## src/hdl/cpu8ex_pkg.sv

```systemverilog
package cpu8ex_pkg;

  // Mnemonic index as carried by the input word, alphabetical order.
  typedef enum logic [5:0] {
    OP_ADC = 6'd0,  OP_AND = 6'd1,  OP_BIT = 6'd2,  OP_CLC = 6'd3,
    OP_CLD = 6'd4,  OP_CLI = 6'd5,  OP_CLV = 6'd6,  OP_CMP = 6'd7,
    OP_CPX = 6'd8,  OP_CPY = 6'd9,  OP_DEC = 6'd10, OP_DEX = 6'd11,
    OP_DEY = 6'd12, OP_EOR = 6'd13, OP_INC = 6'd14, OP_INX = 6'd15,
    OP_INY = 6'd16, OP_LDA = 6'd17, OP_LDX = 6'd18, OP_LDY = 6'd19,
    OP_NOP = 6'd20, OP_ORA = 6'd21, OP_PHA = 6'd22, OP_PHP = 6'd23,
    OP_PLA = 6'd24, OP_PLP = 6'd25, OP_SBC = 6'd26, OP_SEC = 6'd27,
    OP_SED = 6'd28, OP_SEI = 6'd29, OP_STA = 6'd30, OP_STX = 6'd31,
    OP_STY = 6'd32, OP_TAX = 6'd33, OP_TAY = 6'd34, OP_TSX = 6'd35,
    OP_TXA = 6'd36, OP_TXS = 6'd37, OP_TYA = 6'd38
  } op_e;

  // Status bit positions in NV1BDIZC.
  localparam int unsigned FlagC = 0;
  localparam int unsigned FlagZ = 1;
  localparam int unsigned FlagI = 2;
  localparam int unsigned FlagD = 3;
  localparam int unsigned FlagB = 4;
  localparam int unsigned FlagU = 5;
  localparam int unsigned FlagV = 6;
  localparam int unsigned FlagN = 7;

  localparam logic [7:0] FLAGS_RESET = 8'h24;
  localparam logic [7:0] SP_RESET    = 8'hFD;
  localparam logic [7:0] STACK_PAGE  = 8'h01;
  localparam logic [7:0] PUSH_BITS   = 8'h30;
  localparam logic [7:0] PULL_MASK   = 8'hCF;
  localparam logic [7:0] UNUSED_BIT  = 8'h20;

  localparam int unsigned IN_W   = 32;
  localparam int unsigned OUT_W  = 64;
  localparam int unsigned USER_W = 2;

  // Instruction queue between the decoder and the execute stage.
  localparam int unsigned QDEPTH = 4;
  localparam int unsigned QPTR_W = $clog2(QDEPTH);
  localparam int unsigned QCNT_W = $clog2(QDEPTH + 1);

  // One decoded instruction.
  typedef struct packed {
    op_e         op;
    logic        mem_wr;
    logic        stack_pull;
    logic [7:0]  operand;
    logic [15:0] address;
  } dec_t;

endpackage

```

## src/hdl/cpu8ex_front.sv

```systemverilog
module cpu8ex_front (
  input  logic [cpu8ex_pkg::IN_W-1:0] tdata_i,
  output cpu8ex_pkg::dec_t            dec_o
);
  import cpu8ex_pkg::*;

  logic [5:0] opcode;

  assign opcode = tdata_i[5:0];

  always_comb begin
    dec_o.operand = tdata_i[13:6];
    dec_o.address = tdata_i[29:14];
    // Codes past the end of the mnemonic list behave as NOP.
    if (opcode > OP_TYA) begin
      dec_o.op = OP_NOP;
    end else begin
      dec_o.op = op_e'(opcode);
    end
    dec_o.mem_wr     = dec_o.op inside {OP_STA, OP_STX, OP_STY, OP_INC, OP_DEC,
                                        OP_PHA, OP_PHP};
    dec_o.stack_pull = dec_o.op inside {OP_PLA, OP_PLP};
  end

endmodule

```

## src/hdl/cpu8ex_fifo.sv

```systemverilog
module cpu8ex_fifo (
  input  logic             clk_i,
  input  logic             rst_ni,
  input  logic             push_i,
  input  cpu8ex_pkg::dec_t push_data_i,
  output logic             push_ready_o,
  input  logic             pop_i,
  output cpu8ex_pkg::dec_t head_o,
  output logic             head_valid_o
);
  import cpu8ex_pkg::*;

  dec_t              entry_q [QDEPTH];
  logic [QPTR_W-1:0] wr_ptr_q, wr_ptr_d;
  logic [QPTR_W-1:0] rd_ptr_q, rd_ptr_d;
  logic [QCNT_W-1:0] count_q, count_d;
  logic              do_push, do_pop;

  assign push_ready_o = count_q != QCNT_W'(QDEPTH);
  assign head_valid_o = count_q != '0;
  assign head_o       = entry_q[rd_ptr_q];
  assign do_push      = push_i && push_ready_o;
  assign do_pop       = pop_i && head_valid_o;

  always_comb begin
    wr_ptr_d = wr_ptr_q;
    rd_ptr_d = rd_ptr_q;
    count_d  = count_q;
    if (do_push) begin
      wr_ptr_d = (wr_ptr_q == QPTR_W'(QDEPTH - 1)) ? '0 : wr_ptr_q + 1'b1;
    end
    if (do_pop) begin
      rd_ptr_d = (rd_ptr_q == QPTR_W'(QDEPTH - 1)) ? '0 : rd_ptr_q + 1'b1;
    end
    if (do_push && !do_pop) begin
      count_d = count_q + 1'b1;
    end else if (do_pop && !do_push) begin
      count_d = count_q - 1'b1;
    end
  end

  always_ff @(posedge clk_i or negedge rst_ni) begin
    if (!rst_ni) begin
      wr_ptr_q <= '0;
      rd_ptr_q <= '0;
      count_q  <= '0;
    end else begin
      wr_ptr_q <= wr_ptr_d;
      rd_ptr_q <= rd_ptr_d;
      count_q  <= count_d;
    end
  end

  always_ff @(posedge clk_i) begin
    if (do_push) begin
      entry_q[wr_ptr_q] <= push_data_i;
    end
  end

endmodule

```

## src/hdl/cpu8ex_back.sv

```systemverilog
module cpu8ex_back (
  input  logic                          clk_i,
  input  logic                          rst_ni,
  input  cpu8ex_pkg::dec_t              head_i,
  input  logic                          head_valid_i,
  output logic                          pop_o,
  output logic                          m_axis_tvalid_o,
  input  logic                          m_axis_tready_i,
  output logic [cpu8ex_pkg::OUT_W-1:0]  m_axis_tdata_o,
  output logic [cpu8ex_pkg::USER_W-1:0] m_axis_tuser_o
);
  import cpu8ex_pkg::*;

  logic [7:0] a_q, a_d, x_q, x_d, y_q, y_d, sp_q, sp_d, f_q, f_d;
  logic       pend_vld_q, pend_vld_d, pend_val_q, pend_val_d;
  logic       out_vld_q;
  logic [OUT_W-1:0]  out_data_q;
  logic [USER_W-1:0] out_user_q;

  logic [7:0]  m, m_eff, nz_val, sum_r;
  logic [8:0]  sum, diff;
  logic        nz_en;
  logic [15:0] maddr;
  logic [7:0]  mdata;
  logic        fire;

  // Execute whenever the output register is empty or is being emptied.
  assign fire  = head_valid_i && (!out_vld_q || m_axis_tready_i);
  assign pop_o = fire;

  assign m       = head_i.operand;
  assign m_eff   = (head_i.op == OP_SBC) ? ~m : m;

  always_comb begin
    f_d        = f_q;
    // A pending interrupt-disable change lands before the instruction runs.
    if (pend_vld_q) begin
      f_d[FlagI] = pend_val_q;
    end
    a_d        = a_q;
    x_d        = x_q;
    y_d        = y_q;
    sp_d       = sp_q;
    pend_vld_d = 1'b0;
    pend_val_d = pend_val_q;
    nz_en      = 1'b0;
    nz_val     = '0;
    maddr      = '0;
    mdata      = '0;
    sum        = {1'b0, a_q} + {1'b0, m_eff} + {8'h00, f_d[FlagC]};
    sum_r      = sum[7:0];
    diff       = '0;
    case (head_i.op)
      OP_ADC, OP_SBC: begin
        a_d        = sum_r;
        f_d[FlagC] = sum[8];
        f_d[FlagV] = ((a_q ^ sum_r) & (m_eff ^ sum_r)) >> 7 != 8'h00;
        nz_en      = 1'b1;
        nz_val     = sum_r;
      end
      OP_AND: begin
        a_d = a_q & m; nz_en = 1'b1; nz_val = a_q & m;
      end
      OP_ORA: begin
        a_d = a_q | m; nz_en = 1'b1; nz_val = a_q | m;
      end
      OP_EOR: begin
        a_d = a_q ^ m; nz_en = 1'b1; nz_val = a_q ^ m;
      end
      OP_BIT: begin
        f_d[FlagZ] = (a_q & m) == 8'h00;
        f_d[FlagV] = m[6];
        f_d[FlagN] = m[7];
      end
      OP_CLC: f_d[FlagC] = 1'b0;
      OP_SEC: f_d[FlagC] = 1'b1;
      OP_CLD: f_d[FlagD] = 1'b0;
      OP_SED: f_d[FlagD] = 1'b1;
      OP_CLV: f_d[FlagV] = 1'b0;
      OP_CLI: begin
        pend_vld_d = 1'b1; pend_val_d = 1'b0;
      end
      OP_SEI: begin
        pend_vld_d = 1'b1; pend_val_d = 1'b1;
      end
      OP_CMP, OP_CPX, OP_CPY: begin
        if (head_i.op == OP_CMP) begin
          diff = {1'b0, a_q} - {1'b0, m};
        end else if (head_i.op == OP_CPX) begin
          diff = {1'b0, x_q} - {1'b0, m};
        end else begin
          diff = {1'b0, y_q} - {1'b0, m};
        end
        f_d[FlagC] = !diff[8];
        nz_en      = 1'b1;
        nz_val     = diff[7:0];
      end
      OP_DEC: begin
        nz_en = 1'b1; nz_val = m - 8'd1;
        maddr = head_i.address; mdata = m - 8'd1;
      end
      OP_INC: begin
        nz_en = 1'b1; nz_val = m + 8'd1;
        maddr = head_i.address; mdata = m + 8'd1;
      end
      OP_DEX: begin
        x_d = x_q - 8'd1; nz_en = 1'b1; nz_val = x_q - 8'd1;
      end
      OP_DEY: begin
        y_d = y_q - 8'd1; nz_en = 1'b1; nz_val = y_q - 8'd1;
      end
      OP_INX: begin
        x_d = x_q + 8'd1; nz_en = 1'b1; nz_val = x_q + 8'd1;
      end
      OP_INY: begin
        y_d = y_q + 8'd1; nz_en = 1'b1; nz_val = y_q + 8'd1;
      end
      OP_LDA: begin
        a_d = m; nz_en = 1'b1; nz_val = m;
      end
      OP_LDX: begin
        x_d = m; nz_en = 1'b1; nz_val = m;
      end
      OP_LDY: begin
        y_d = m; nz_en = 1'b1; nz_val = m;
      end
      OP_PHA: begin
        maddr = {STACK_PAGE, sp_q}; mdata = a_q; sp_d = sp_q - 8'd1;
      end
      OP_PHP: begin
        maddr = {STACK_PAGE, sp_q}; mdata = f_d | PUSH_BITS; sp_d = sp_q - 8'd1;
      end
      OP_PLA: begin
        sp_d  = sp_q + 8'd1;
        maddr = {STACK_PAGE, sp_q + 8'd1};
        a_d   = m; nz_en = 1'b1; nz_val = m;
      end
      OP_PLP: begin
        sp_d       = sp_q + 8'd1;
        maddr      = {STACK_PAGE, sp_q + 8'd1};
        pend_vld_d = 1'b1;
        pend_val_d = m[FlagI];
        // The pulled I bit waits one instruction; the current I stays.
        f_d        = (m & PULL_MASK) | UNUSED_BIT;
        f_d[FlagI] = pend_vld_q ? pend_val_q : f_q[FlagI];
      end
      OP_STA: begin
        maddr = head_i.address; mdata = a_q;
      end
      OP_STX: begin
        maddr = head_i.address; mdata = x_q;
      end
      OP_STY: begin
        maddr = head_i.address; mdata = y_q;
      end
      OP_TAX: begin
        x_d = a_q; nz_en = 1'b1; nz_val = a_q;
      end
      OP_TAY: begin
        y_d = a_q; nz_en = 1'b1; nz_val = a_q;
      end
      OP_TSX: begin
        x_d = sp_q; nz_en = 1'b1; nz_val = sp_q;
      end
      OP_TXA: begin
        a_d = x_q; nz_en = 1'b1; nz_val = x_q;
      end
      OP_TYA: begin
        a_d = y_q; nz_en = 1'b1; nz_val = y_q;
      end
      OP_TXS: sp_d = x_q;
      default: ;
    endcase
    if (nz_en) begin
      f_d[FlagZ] = nz_val == 8'h00;
      f_d[FlagN] = nz_val[7];
    end
  end

  always_ff @(posedge clk_i or negedge rst_ni) begin
    if (!rst_ni) begin
      a_q        <= '0;
      x_q        <= '0;
      y_q        <= '0;
      sp_q       <= SP_RESET;
      f_q        <= FLAGS_RESET;
      pend_vld_q <= 1'b0;
      pend_val_q <= 1'b0;
      out_vld_q  <= 1'b0;
    end else begin
      if (fire) begin
        a_q        <= a_d;
        x_q        <= x_d;
        y_q        <= y_d;
        sp_q       <= sp_d;
        f_q        <= f_d;
        pend_vld_q <= pend_vld_d;
        pend_val_q <= pend_val_d;
        out_vld_q  <= 1'b1;
      end else if (m_axis_tready_i) begin
        out_vld_q  <= 1'b0;
      end
    end
  end

  always_ff @(posedge clk_i) begin
    if (fire) begin
      out_data_q <= {mdata, maddr, f_d, sp_d, y_d, x_d, a_d};
      out_user_q <= {head_i.stack_pull, head_i.mem_wr};
    end
  end

  assign m_axis_tvalid_o = out_vld_q;
  assign m_axis_tdata_o  = out_data_q;
  assign m_axis_tuser_o  = out_user_q;

  // The unused status bit is always set and B never appears in the register.
  assert property (@(posedge clk_i) disable iff (!rst_ni) f_q[FlagU] && !f_q[FlagB])
    else $error("status register lost the unused bit or holds B");

  // Only CLI, SEI and PLP leave a pending I change behind.
  assert property (@(posedge clk_i) disable iff (!rst_ni)
    fire && !(head_i.op == OP_CLI || head_i.op == OP_SEI || head_i.op == OP_PLP)
    |=> !pend_vld_q)
    else $error("pending I change survived an unrelated instruction");

  // An executed instruction always shows up at the output next cycle.
  assert property (@(posedge clk_i) disable iff (!rst_ni) fire |=> out_vld_q)
    else $error("executed instruction did not reach the output register");

  // A word never reports a write and a stack pull at once.
  assert property (@(posedge clk_i) disable iff (!rst_ni)
    out_vld_q |-> !(out_user_q[0] && out_user_q[1]))
    else $error("write and stack pull flagged together");

endmodule

```

## src/hdl/cpu8_data_instruction_execute_top.sv

```systemverilog
// Execute unit for the data instructions of an 8-bit 6502-style CPU in binary
// mode. Each input word carries one instruction (mnemonic index, the operand
// byte already fetched from memory or pulled from the stack, and the effective
// address); each output word gives A, X, Y, SP and the NV1BDIZC status byte
// after that instruction, plus the memory access it causes. The unit sustains
// one instruction per clock while the output side is not stalled: the only
// feedback loop is the update of the A/X/Y/SP/status registers in the execute
// stage. An accepted word is written into the instruction queue, executed from
// the queue head once it gets there and the output register is empty or being
// emptied, and captured in the output register, from which it is presented on
// the output. CLI, SEI and PLP change I only at the start of the following
// instruction, as the real part does. Stack addresses are on page one and SP
// wraps modulo 256.
module cpu8_data_instruction_execute_top (
  input  logic                          clk_i,
  input  logic                          rst_ni,
  // Input word fields from bit 0: opcode[5:0], operand[13:6], address[29:14],
  // zero fill[31:30].
  input  logic [cpu8ex_pkg::IN_W-1:0]   s_axis_tdata_i,
  input  logic                          s_axis_tvalid_i,
  output logic                          s_axis_tready_o,
  // Output word fields from bit 0: acc_out[7:0], x_out[15:8], y_out[23:16],
  // sp_out[31:24], flags_out[39:32], mem_addr[55:40], mem_data[63:56].
  output logic [cpu8ex_pkg::OUT_W-1:0]  m_axis_tdata_o,
  // Output side flags from bit 0: mem_write[0], mem_read_stack[1].
  output logic [cpu8ex_pkg::USER_W-1:0] m_axis_tuser_o,
  output logic                          m_axis_tvalid_o,
  input  logic                          m_axis_tready_i
);
  import cpu8ex_pkg::*;

  dec_t dec;
  dec_t head;
  logic head_valid;
  logic pop;

  // Front end: decode the mnemonic and classify its memory access.
  cpu8ex_front u_front (
    .tdata_i (s_axis_tdata_i),
    .dec_o   (dec)
  );

  // The queue lets the input side keep accepting words while the output
  // side is stalled, and the ready seen upstream is just "queue not full".
  cpu8ex_fifo u_fifo (
    .clk_i        (clk_i),
    .rst_ni       (rst_ni),
    .push_i       (s_axis_tvalid_i),
    .push_data_i  (dec),
    .push_ready_o (s_axis_tready_o),
    .pop_i        (pop),
    .head_o       (head),
    .head_valid_o (head_valid)
  );

  // Back end: register file, ALU and the output register.
  cpu8ex_back u_back (
    .clk_i           (clk_i),
    .rst_ni          (rst_ni),
    .head_i          (head),
    .head_valid_i    (head_valid),
    .pop_o           (pop),
    .m_axis_tvalid_o (m_axis_tvalid_o),
    .m_axis_tready_i (m_axis_tready_i),
    .m_axis_tdata_o  (m_axis_tdata_o),
    .m_axis_tuser_o  (m_axis_tuser_o)
  );

endmodule

```

## config.mk

```make
export PLATFORM = sky130hd
export DESIGN_NAME = cpu8_data_instruction_execute_top
export DESIGN_NICKNAME = d
export VERILOG_FILES = /design/src/hdl/cpu8ex_pkg.sv /design/src/hdl/cpu8ex_front.sv /design/src/hdl/cpu8ex_fifo.sv /design/src/hdl/cpu8ex_back.sv /design/src/hdl/cpu8_data_instruction_execute_top.sv
export SDC_FILE = /design/constraint.sdc
export NUM_CORES = 1
export LEC_CHECK = 0
export BUFFER_PORTS_ARGS = -buffer_cell sky130_fd_sc_hd__buf_4
export CORE_UTILIZATION = 59
export DETAILED_ROUTE_END_ITERATION = 16
export GPL_TIMING_DRIVEN = 0
export PLACE_DENSITY = 0.78
export SLEW_MARGIN = 20
export SYNTH_ARGS = -nofsm -noshare
export SYNTH_HDL_FRONTEND = slang
export SYNTH_HIERARCHICAL = 1
export SYNTH_SLANG_ARGS = --single-unit
```

## constraint.sdc

```tcl
create_clock -name clk_i -period 5.75 [get_ports clk_i]
set_input_delay 0.2875 -clock clk_i [delete_from_list [all_inputs] [get_ports clk_i]]
set_output_delay 0.2875 -clock clk_i [all_outputs]
set_load 0.1 [all_outputs]
```

# After elaboration in Yosys (flattened, before gate mapping)
# Memories as Yosys holds them, arrays and structs flattened.
# Index checks and enable logic that the tools add are counted.
# totals
ff_bits,116
latchBits,0
mem_bits_rw,128
romBits,0
out_inout_bits,68
word_cells,152
memories,1
# op_classes
n_addsub,17
multipliers,0
div_mod_pow,0
order_cmp,1
n_eq_ne,49
shifts,0
n_mux,32
n_bitwise,7
reduce_logical,32
# memory_table
memory,words,width,read_ports,rd_clocked_by_memory_dff,wr,line_no,text
u_fifo.entry_q,4,32,1,0,1,cpu8ex_fifo.sv:13,dec_t entry_q [QDEPTH];
# ops
cell,count
8-bit one-hot mux with 16 select lines,1
6-bit by 5-bit equality test with 1-bit output (second input constant),21
6-bit by 4-bit equality test with 1-bit output (second input constant),10
8-bit one-hot mux with 7 select lines,1
6-bit equality test (second input constant),8
16-bit one-hot mux with 3 select lines,1
8-bit one-hot mux with 6 select lines,1
8-bit one-hot mux with 5 select lines,1
8-bit by 1-bit adder with 8-bit output (second input constant),4
8-bit one-hot mux with 4 select lines,1
8-bit by 1-bit subtractor with 8-bit output (second input constant),4
9-bit two-way mux,3
8-bit by 8-bit subtractor with 9-bit output,3
6-bit by 3-bit equality test with 1-bit output (second input constant),4
8-bit one-hot mux with 3 select lines,1
8-bit XOR,3
23-bit OR reduction,1
8-bit AND,2
8-bit logical NOT,2
2-bit OR reduction,7
6-bit by 2-bit equality test with 1-bit output (second input constant),2
1-bit two-way mux,10
8-bit by 8-bit adder with 9-bit output,1
9-bit by 1-bit adder with 9-bit output,1
27 further kinds,45

# Logic depth before layout (Yosys ltp)
# Gate-level depths: netlist (run 1).
# An unclocked memory read counts as a cell.
# depth
depth_word,8
ltp_mapped,21
ltp_nobuf,17

# Modules after synthesis
# The synthesis (run 1) kept the hierarchy.
# modules_own_cells
mod,n_inst,cells_per_inst,area_per_inst_um2,seq_area_each_um2
cpu8ex_back,1,924,8365.5,3069.2
cpu8ex_fifo,1,205,5111.2,4018.9
cpu8ex_front,1,45,311.5,0.0

# Worst setup path after synthesis (run 1)
# No wires, ideal clock.
# synth_timing
path_type,register to register
start,register u_back.out_vld_q (netlist: u_back/m_axis_tvalid_o)
end,register u_fifo.count_q[1]
setup_time_ns,0.125
arrival_ns,4.720
required_ns,5.625
path_slack_ns,0.906
stages_incl_launch_ff,11
n_path_buf,2
synth_period_minus_slack_ns,4.844
cell_sequence,dfrtp_1 nand2b_1 nand2_1 inv_1 clkbuf_1 clkbuf_1 nand2_4 ha_1 inv_1 fa_1 mux2_2
# synth_via
elab_chain_cells,7
word_cells_on_any_way,9
classes_between,mux (1); reduce/logical (8)
# synth_lines
element,line_no,text
"start, declared",cpu8ex_back.sv:16,logic out_vld_q;
"start signal, assigned",cpu8ex_back.sv:189,out_vld_q <= 1'b0;
"start signal, assigned",cpu8ex_back.sv:199,out_vld_q <= 1'b1;
"start signal, assigned",cpu8ex_back.sv:201,out_vld_q <= 1'b0;
1-bit logical NOT,cpu8ex_back.sv:28,assign fire = head_valid_i && (!out_vld_q || m_axis_tready_i);
1-bit logical OR,cpu8ex_back.sv:28,
1-bit logical AND,cpu8ex_back.sv:28,
net pop,cpu8_data_instruction_execute_top.sv:35,logic pop;
1-bit logical AND,cpu8ex_fifo.sv:23,assign do_pop = pop_i && head_valid_o;
1-bit logical NOT,cpu8ex_fifo.sv:35,if (do_push && !do_pop) begin
1-bit logical AND,cpu8ex_fifo.sv:35,
3-bit two-way mux,cpu8ex_fifo.sv:35,
net u_fifo.count_d[1],cpu8ex_fifo.sv:16,"logic [QCNT_W-1:0] count_q, count_d;"
"end signal, assigned",cpu8ex_fifo.sv:50,count_q <= count_d;
"end, declared",cpu8ex_fifo.sv:16,
# The timed path passes the listed nets, and every way through them passes these cells.
# A chain may end at the register's enable or synchronous reset.

==> flow_summary_export.csv, run 1 <==
group,metric,value,unit
routing,dr.pass1.iters,7,
synthesis,synth_flop_cell,"edfxtp_1",
layout,drive_gt1_share,21.5,%
layout,most-common-layout-cells,"edfxtp_1 (194), buf_4 (105), nor2_1 (97), nand2_1 (87), a21oi_1 (51)",
worst_setup_path,endpoint_kind,"register",
global_routing,antenna_found_initial,0,
synthesis,synth-seq-cells,244,
floorplan,ios,104,
global_routing,grt_remaining_overflow,0,
clock_tree,clkLatencyLatePin,0.56,ns
layout,layout_commonest_cell,"edfxtp_1",
synthesis,synthXorXnorAreaFrac,2.16,%
outcome,status,"completed",
worst_setup_path,critical-path-top-delay-family,"simple AND/OR/NAND/NOR gates",
sta,fin_crit,5.51,ns
synthesis,synthCells,1174,
sta,maxSlewViolCount,0,
synthesis,synth-edff-count,194,
floorplan,die_h,155,um
layout,fillers,1568,
synthesis,muxShareOfSynthArea,8.68,%
floorplan,core-area,22800,sq um
routing,routed_wl,42000,um
sta,worst_pin_slew,1.16,ns
sta,slew_headroom,22.3,%
routing,route.detailed.drc,0,
clock_tree,clk_pin_slew,0.07,ns
placed_design,gp_congestion,1.01,
routing,first_iter_violations,1209,
sta,post-route-period-util,95.8,%
sta,final.setup_skew,0.0155,ns
synthesis,seq_area_frac_synth,51.4,%
sta,worst_slack,0.244,ns
placed_design,port_buffers,77,
global_routing,grt_use_total,35.5,%
synthesis,synth_top_family_by_area,"compound AO/OA/AOI/OAI gates",
routing,vias,10800,
sta,whs,0.112,ns
floorplan,die_w,155,um
sta,setup_viol,0,
clock_tree,cts_sinks,244,
worst_setup_path,cp.arrival,5.89,ns
synthesis,synthSimpleGateAreaFrac,13.5,%
job,max-cap-violations,0,
synthesis,syn-num-nets,1260,
clock_tree,cts_tree,"done",
synthesis,synth_cell_types,100,
routing,antenna_left,0,
floorplan,die_area,24000,sq um
synthesis,synthArstFlopShare,20.5,%
hold_path,hold_path_startpoint,"s_axis_tdata_i[5]",
global_routing,grt_pass1_vias,10600,
clock_tree,cts_made_buffers,26,
synthesis,synth_fa_ha_area_share,4.75,%
global_routing,grt_pass1_wl,63700,um
clock_tree,htreeDepth,1,
routing,drt-wirelength-per-cell,25.6,um
synthesis,synth_area_leaders,"edfxtp_1 (42%), dfrtp_1 (7.4%), mux4_2 (4.6%)",
worst_setup_path,worstPathMaxFanout,10,
worst_setup_path,worst-path-buf-inv,5,
synthesis,synth_compound_area_share,14.0,%
clock_tree,clockBufferDepth,3,
worst_setup_path,r2r-start,"u_fifo/rd_ptr_q[1]",
sta,hold_viol,0,
clock_tree,post_cts_buffers,0,
worst_setup_path,worstPathRequired,6.13,ns
worst_setup_path,critical-path-max-stage-delay,0.50,ns
synthesis,netlist_area,13800,sq um
worst_setup_path,crit_chain,"clkbuf_1, buf_2, mux4_2, clkbuf_2, clkbuf_8, nand2_1, nor2_1, nand2_1, clkbuf_2, nor2_1, a21oi_1, ha_1, nor2b_1, o21ai_0, or3b_2, a2111oi_2, o2111ai_1, nor4_1, nand4_1, o21ai_0",
sta,max_freq,0.182,GHz
routing,viasPerCell,6.56,
layout,syn2layout_area_growth,16.4,%
layout,nets,1397,
worst_setup_path,crit_type,"reg2reg",
worst_setup_path,crit_start,"u_fifo/rd_ptr_q[1]",
clock_tree,ctsRootBufferMaster,"clkbuf_16",
layout,diodes,0,
hold_path,hold_class,"in2reg",
worst_setup_path,slowest_stage,"a2111oi_2",
synthesis,postSynthAreaPerCell,11.7,sq um
synthesis,synth_top_area_share,42.3,%
layout,utilization,70.5,%
floorplan,rows,55,
placed_design,dp_hpwl,28700,um
floorplan,start_util,60.5,%
worst_setup_path,worstSetupStartpointType,"register",
sta,tns,0,ns
global_routing,grt_max_degree,51,
synthesis,synth_area_leader_cell,"edfxtp_1",
synthesis,yosysWarnings,6,
placed_design,post-place-ws,-0.148,ns
sequential cells by signal, indices dropped and copies added (netlist names):
register                cells
u_back/m_axis_tdata_o      64
u_back/pend_val_q           1
u_fifo/rd_ptr_q             2
u_back/m_axis_tuser_o       2
u_back/m_axis_tvalid_o      1
u_back/sp_q                 8
u_fifo/entry_q            128
u_back/a_q                  8
u_back/y_q                  8
u_back/x_q                  8
u_back/pend_vld_q           1
u_back/f_q                  8
u_fifo/wr_ptr_q             2
u_fifo/count_q              3
cells by family (layout without fill, tap and decap cells):
logic type | after synthesis | in the layout
compound gates | 272 | 272
fa+ha+maj | 50 | 50
xor+xnor | 34 | 34
simple gates | 362 | 362
buf+inv | 138 | 295
flops | 244 | 244
mux | 74 | 74
cells in the mapped netlist, types with 16 or more instances:
library cell / instances
a21oi_1: 51
inv_1: 39
nand3_1: 30
edfxtp_1: 194
o21ai_0: 41
ha_1: 46
a22oi_1: 34
mux4_2: 28
xor2_1: 16
mux2_2: 31
nand2b_1: 16
dfrtp_1: 41
clkbuf_1: 39
nor2_1: 99
a31oi_1: 17
nand2_1: 88
xnor2_1: 18
buf_4: 28
layer usage:
layer  vias to the layer above  GRT usage [%]  part of all wire (%)
li1                       4737              -                     -
met1                      5279           47.9                    39
met2                       641           57.6                    47
met3                       135           5.68                   9.3
met4                         0           14.9                   4.8
met5                         -              0                     0
metrics by stage:
step,instance area [sq um],cells
after floorplan,13800,1174
after global placement,14800,1564
after detailed placement,14900,1570
after CTS,16000,1644
after global routing,16000,1644
final,16000,1644
cell type report:
class | instances | area [sq um] | share of cell area [%]
Sequential cell | 244 | 7090 | 44.2
Multi-Input combinational cell | 792 | 5980 | 37.2
Timing Repair Buffer | 109 | 958 | 5.97
Clock buffer | 34 | 691 | 4.30
Buffer | 98 | 619 | 3.86
Tap cell | 313 | 392 | 2.44
Clock inverter | 14 | 174 | 1.08
Inverter | 40 | 150 | 0.936
what timing repair did:
item,in CTS,in global routing
hold buffers,26,0
endpoints found under the setup margin,2,3
endpoints found under the hold margin,138,0
gates resized for setup,2,7
final timing paths:
check | endpoint | slack (ns) | cells past startpoint
max | u_back/m_axis_tdata_o[33] | 0.24 | 20
max in group asynchronous | u_back/a_q[6] | 4.89 | 2
min reg2reg | u_back/f_q[2] | 0.48 | 2
min in group asynchronous | u_back/pend_vld_q | 0.35 | 2
min | u_fifo/entry_q[2][29] | 0.11 | 2
max reg2reg | u_back/m_axis_tdata_o[33] | 0.24 | 20
worst register-to-register path: stages (launching register included):
cell	delay, ns
dfrtp_1	0.35
clkbuf_1	0.23
buf_2	0.33
mux4_2	0.38
clkbuf_2	0.20
clkbuf_8	0.21
nand2_1	0.27
nor2_1	0.12
nand2_1	0.25
clkbuf_2	0.28
nor2_1	0.06
a21oi_1	0.27
ha_1	0.29
nor2b_1	0.14
o21ai_0	0.12
or3b_2	0.47
a2111oi_2	0.50
o2111ai_1	0.15
nor4_1	0.22
nand4_1	0.26
o21ai_0	0.26
Power of run 1 is left out: the tool's default activity adds up to more than one toggle a clock period on the data nets, which glitch-free logic cannot reach.
==> run 2: changes to the inputs <==
- BUFFER_PORTS_ARGS: -buffer_cell sky130_fd_sc_hd__buf_4 -> unset
- CORE_UTILIZATION: 59 -> 45
- DONT_BUFFER_PORTS: unset -> 1
- PLACE_DENSITY: 0.78 -> unset
==> flow_summary_export.csv, run 2 (same netlist as run 1, synthesis figures left out) <==
group,metric,value,unit
clock_tree,clockBufferDepth,3,
layout,drive_gt1_share,17.3,%
routing,route.detailed.drc,0,
outcome,status,"completed",
sta,fin_crit,5.43,ns
worst_setup_path,endpoint_kind,"register",
floorplan,rows,63,
global_routing,grt_use_total,26.1,%
layout,nets,1324,
routing,vias,10200,
worst_setup_path,worstPathMaxFanout,9,
layout,diodes,0,
job,max-cap-violations,0,
layout,fillers,2648,
worst_setup_path,crit_type,"reg2reg",
sta,slew_headroom,21.3,%
clock_tree,cts_tree,"done",
layout,layout_commonest_cell,"edfxtp_1",
clock_tree,post_cts_buffers,0,
sta,final.setup_skew,0.0254,ns
placed_design,dp_hpwl,29300,um
routing,antenna_left,0,
sta,hold_viol,0,
routing,first_iter_violations,1049,
layout,most-common-layout-cells,"edfxtp_1 (194), nor2_1 (97), nand2_1 (86), a21oi_1 (50), ha_1 (46)",
worst_setup_path,cp.arrival,5.82,ns
clock_tree,cts_sinks,244,
layout,top_register,"u_fifo/entry_q",
global_routing,grt_max_degree,51,
global_routing,grt_pass1_wl,61100,um
worst_setup_path,worstSetupStartpointType,"register",
floorplan,die_w,177,um
routing,drt-wirelength-per-cell,24.4,um
routing,routed_wl,40200,um
placed_design,post-place-ws,-0.325,ns
layout,largest_register_ff_count,128,
sta,worst_pin_slew,1.17,ns
sta,setup_viol,0,
routing,viasPerCell,6.20,
global_routing,grt_remaining_overflow,0,
hold_path,hold_class,"in2reg",
clock_tree,ctsRootBufferMaster,"clkbuf_16",
placed_design,port_buffers,0,
floorplan,start_util,46.2,%
clock_tree,clkLatencyLatePin,0.57,ns
sta,maxSlewViolCount,0,
layout,syn2layout_area_growth,13.2,%
global_routing,antenna_found_initial,0,
floorplan,core-area,29900,sq um
sta,rsz0062_at_grt,"no",
floorplan,die_h,177,um
clock_tree,htreeDepth,1,
sta,worst_slack,0.322,ns
floorplan,ios,104,
sta,max_freq,0.184,GHz
routing,dr.pass1.iters,6,
global_routing,grt_pass1_vias,9939,
clock_tree,clk_pin_slew,0.06,ns
sta,post-route-period-util,94.4,%
worst_setup_path,worstPathRequired,6.15,ns
floorplan,die_area,31300,sq um
placed_design,gp_congestion,0.996,
clock_tree,cts_made_buffers,27,
run 2: cell types whose count changed in the layout (fill, tap and decap cells not counted), moves of 2 or more:
cell,before,now
buf_4,105,28
clkbuf_1,44,41
clkinv_2,2,5
dlygate4sd3_1,26,29
clkinv_1,5,3
clkinv_4,1,3
run 2: repair_timing:
item                       CTS  global route
hold endpoints to repair   167             0
hold buffers                30             0
gates resized for setup      3             8
setup endpoints to repair    2             4
run 2: critical path: stages (launching register included):
cell and delay (ns):
dfrtp_1 0.36, buf_6 0.18, mux4_1 0.74, nand2b_1 0.39
nor2_1 0.34, nand2_2 0.28, xnor2_1 0.25, fa_1 0.26
inv_1 0.07, fa_1 0.40, xor2_1 0.21, a221o_1 0.34
a2111oi_0 0.51, nand4_1 0.17, nor4_1 0.26, nand4_1 0.26
o21ai_0 0.24
run 2: final timing paths:
kind                                         start                   endpoint  slack, ns  cells after the start
worst max-delay path            u_fifo/rd_ptr_q[0]  u_back/m_axis_tdata_o[33]       0.32                     16
worst min register to register       u_back/f_q[2]              u_back/f_q[2]       0.46                      2
min in group asynchronous                   rst_ni              u_back/x_q[1]       0.32                      2
worst max register to register  u_fifo/rd_ptr_q[0]  u_back/m_axis_tdata_o[33]       0.32                     16
max in group asynchronous                   rst_ni             u_back/sp_q[0]       5.10                      2
worst min-delay path             s_axis_tdata_i[2]      u_fifo/entry_q[1][31]       0.04                      1
run 2: metal layers:
metal | global-route usage (%) | vias up | part of all wire, %
met1 | 35.9 | 5089 | 43
met4 | 11.6 | 0 | 4.6
met2 | 40.6 | 406 | 46
met3 | 4.34 | 105 | 6.3
li1 | - | 4600 | -
met5 | 0 | - | 0
run 2: area by class of cell:
cell class | instances | area (sq um) | area share [%]
Sequential cell | 244 | 7090 | 45.4
Clock buffer | 32 | 694 | 4.45
Timing Repair Buffer | 36 | 430 | 2.76
Buffer | 97 | 618 | 3.96
Multi-Input combinational cell | 792 | 5990 | 38.4
Tap cell | 390 | 488 | 3.13
Clock inverter | 15 | 151 | 0.970
Inverter | 40 | 150 | 0.962
run 2: through the flow:
step | util [%] | instances | hold WS, ns | cell area [sq um] | setup TNS [ns]
2_1_floorplan | - | 1174 | -0.00809 | 13800 | 0
3_3_place_gp | 47.8 | 1564 | -0.00649 | 14300 | -17.67
3_5_place_dp | 48.2 | 1570 | -0.00571 | 14400 | -0.587
4_1_cts | 52.2 | 1647 | 0.0204 | 15600 | 0
5_1_grt | 52.3 | 1646 | 0.0414 | 15600 | 0
6_report | 52.3 | 1646 | 0.0429 | 15600 | 0
Power of run 2 is left out for the same reason.
==> run 3: changes to the inputs <==
- CELL_PAD_IN_SITES_DETAIL_PLACEMENT: unset -> 1
- CELL_PAD_IN_SITES_GLOBAL_PLACEMENT: unset -> 1
- PLACE_DENSITY_LB_ADDON: unset -> 0.1
==> flow_summary_export.csv, run 3 (same netlist as run 1, synthesis figures left out) <==
group,metric,value,unit
floorplan,ios,104,
global_routing,grt_pass1_vias,10700,
outcome,status,"completed",
routing,antenna_left,0,
placed_design,gp_congestion,0.954,
sta,final.setup_skew,0.0133,ns
worst_setup_path,worst-path-buf-inv,5,
layout,utilization,52.6,%
sta,setup_viol,0,
floorplan,start_util,46.2,%
clock_tree,post_cts_buffers,0,
clock_tree,clk_pin_slew,0.06,ns
layout,fillers,3069,
worst_setup_path,cp.arrival,5.88,ns
layout,stdcell_count,1647,
placed_design,post-place-ws,-0.614,ns
floorplan,die_w,177,um
worst_setup_path,worstPathRequired,6.13,ns
placed_design,port_buffers,0,
worst_setup_path,crit_type,"reg2reg",
global_routing,antenna_found_initial,0,
clock_tree,cts_made_buffers,27,
floorplan,core-area,29900,sq um
sta,max_freq,0.182,GHz
sta,rsz0062_at_grt,"no",
routing,vias,10300,
layout,drive_gt1_share,17.5,%
routing,routed_wl,44600,um
layout,top_register,"u_fifo/entry_q",
clock_tree,ctsRootBufferMaster,"clkbuf_16",
layout,layout_commonest_cell,"edfxtp_1",
layout,largest_register_ff_count,128,
worst_setup_path,worstSetupStartpointType,"register",
worst_setup_path,critical-path-max-stage-delay,0.54,ns
worst_setup_path,critical-path-top-delay-family,"simple AND/OR/NAND/NOR gates",
placed_design,dp_hpwl,32200,um
global_routing,grt_use_total,28.9,%
sta,tns,0,ns
hold_path,whs_path_depth,1,
global_routing,grt_max_degree,51,
routing,route.detailed.drc,0,
global_routing,grt_remaining_overflow,0,
routing,first_iter_violations,894,
job,max-cap-violations,0,
floorplan,rows,63,
sta,maxSlewViolCount,0,
layout,diodes,0,
routing,viasPerCell,6.26,
worst_setup_path,cp_num_cells,20,
clock_tree,clockBufferDepth,3,
clock_tree,htreeDepth,1,
floorplan,die_h,177,um
sta,worst_pin_slew,1.17,ns
floorplan,die_area,31300,sq um
sta,fin_crit,5.49,ns
clock_tree,cts_tree,"done",
layout,syn2layout_area_growth,13.9,%
sta,hold_viol,0,
clock_tree,clkLatencyLatePin,0.56,ns
sta,worst_slack,0.256,ns
global_routing,grt_pass1_wl,67000,um
sta,slew_headroom,20.6,%
layout,most-common-layout-cells,"edfxtp_1 (194), nor2_1 (97), nand2_1 (86), a21oi_1 (50), ha_1 (46)",
hold_path,hold_class,"in2reg",
clock_tree,cts_sinks,244,
placed_design,place_inst,1570,
layout,nets,1323,
worst_setup_path,worstPathMaxFanout,10,
sta,post-route-period-util,95.5,%
routing,dr.pass1.iters,6,
routing,drt-wirelength-per-cell,27.1,um
worst_setup_path,slowest_stage,"mux4_2",
worst_setup_path,rr_worst_depth,20,
worst_setup_path,endpoint_kind,"register",
worst_setup_path,crit_chain,"buf_6, buf_12, mux4_2, buf_2, buf_6, nand2b_1, nor2_1, nand2_1, clkbuf_2, nor2_1, a21oi_2, ha_1, nor2b_1, o21ai_0, or3b_2, a2111oi_4, o2111ai_1, nor4_1, nand4_1, o21ai_1",
[run 3: timing repair]
action / CTS / global route
setup endpoints to repair: 3 / 3
hold buffers: 29 / 0
resized for setup: 8 / 8
hold endpoints to repair: 160 / 0
[run 3: worst paths after layout]
kind | start | end | slack, ns
worst max-delay path | u_fifo/rd_ptr_q[0] | u_back/m_axis_tdata_o[33] | 0.26
worst min-delay path | s_axis_tdata_i[2] | u_fifo/entry_q[3][28] | 0.03
worst max register to register | u_fifo/rd_ptr_q[0] | u_back/m_axis_tdata_o[33] | 0.26
worst min register to register | u_back/f_q[2] | u_back/f_q[2] | 0.46
max in group asynchronous | rst_ni | u_back/sp_q[0] | 5.10
min in group asynchronous | rst_ni | u_back/a_q[7] | 0.32
[run 3: routing by layer]
metal / track usage (%) / wire length [um] / vias to the layer above
met5: 0 / 0 / -
met4: 12.0 / 1750 / 0
met3: 3.97 / 2760 / 101
met2: 47.2 / 21100 / 393
met1: 38.5 / 19000 / 5219
li1: - / - / 4592
[run 3: metrics by stage]
step / cell area, sq um / hold slack, ns
3_5_place_dp: 14400 / -0.00543
4_1_cts: 15700 / 0.0122
3_3_place_gp: 14300 / -0.00534
5_1_grt: 15700 / 0.0277
2_1_floorplan: 13800 / -0.00809
6_report: 15700 / 0.0319
[run 3: area by class of cell]
type                    count  area (sq um)  area share [%]
flip-flops and latches    244          7090            45.1
inverters                  40           150           0.956
repair buffers             35           435            2.77
clock inverters            12           158            1.00
plain buffers              97           618            3.94
multi-input cells         792          6010            38.2
clock buffers              37           763            4.86
well taps                 390           488            3.11
Power of run 3 is left out for the same reason.
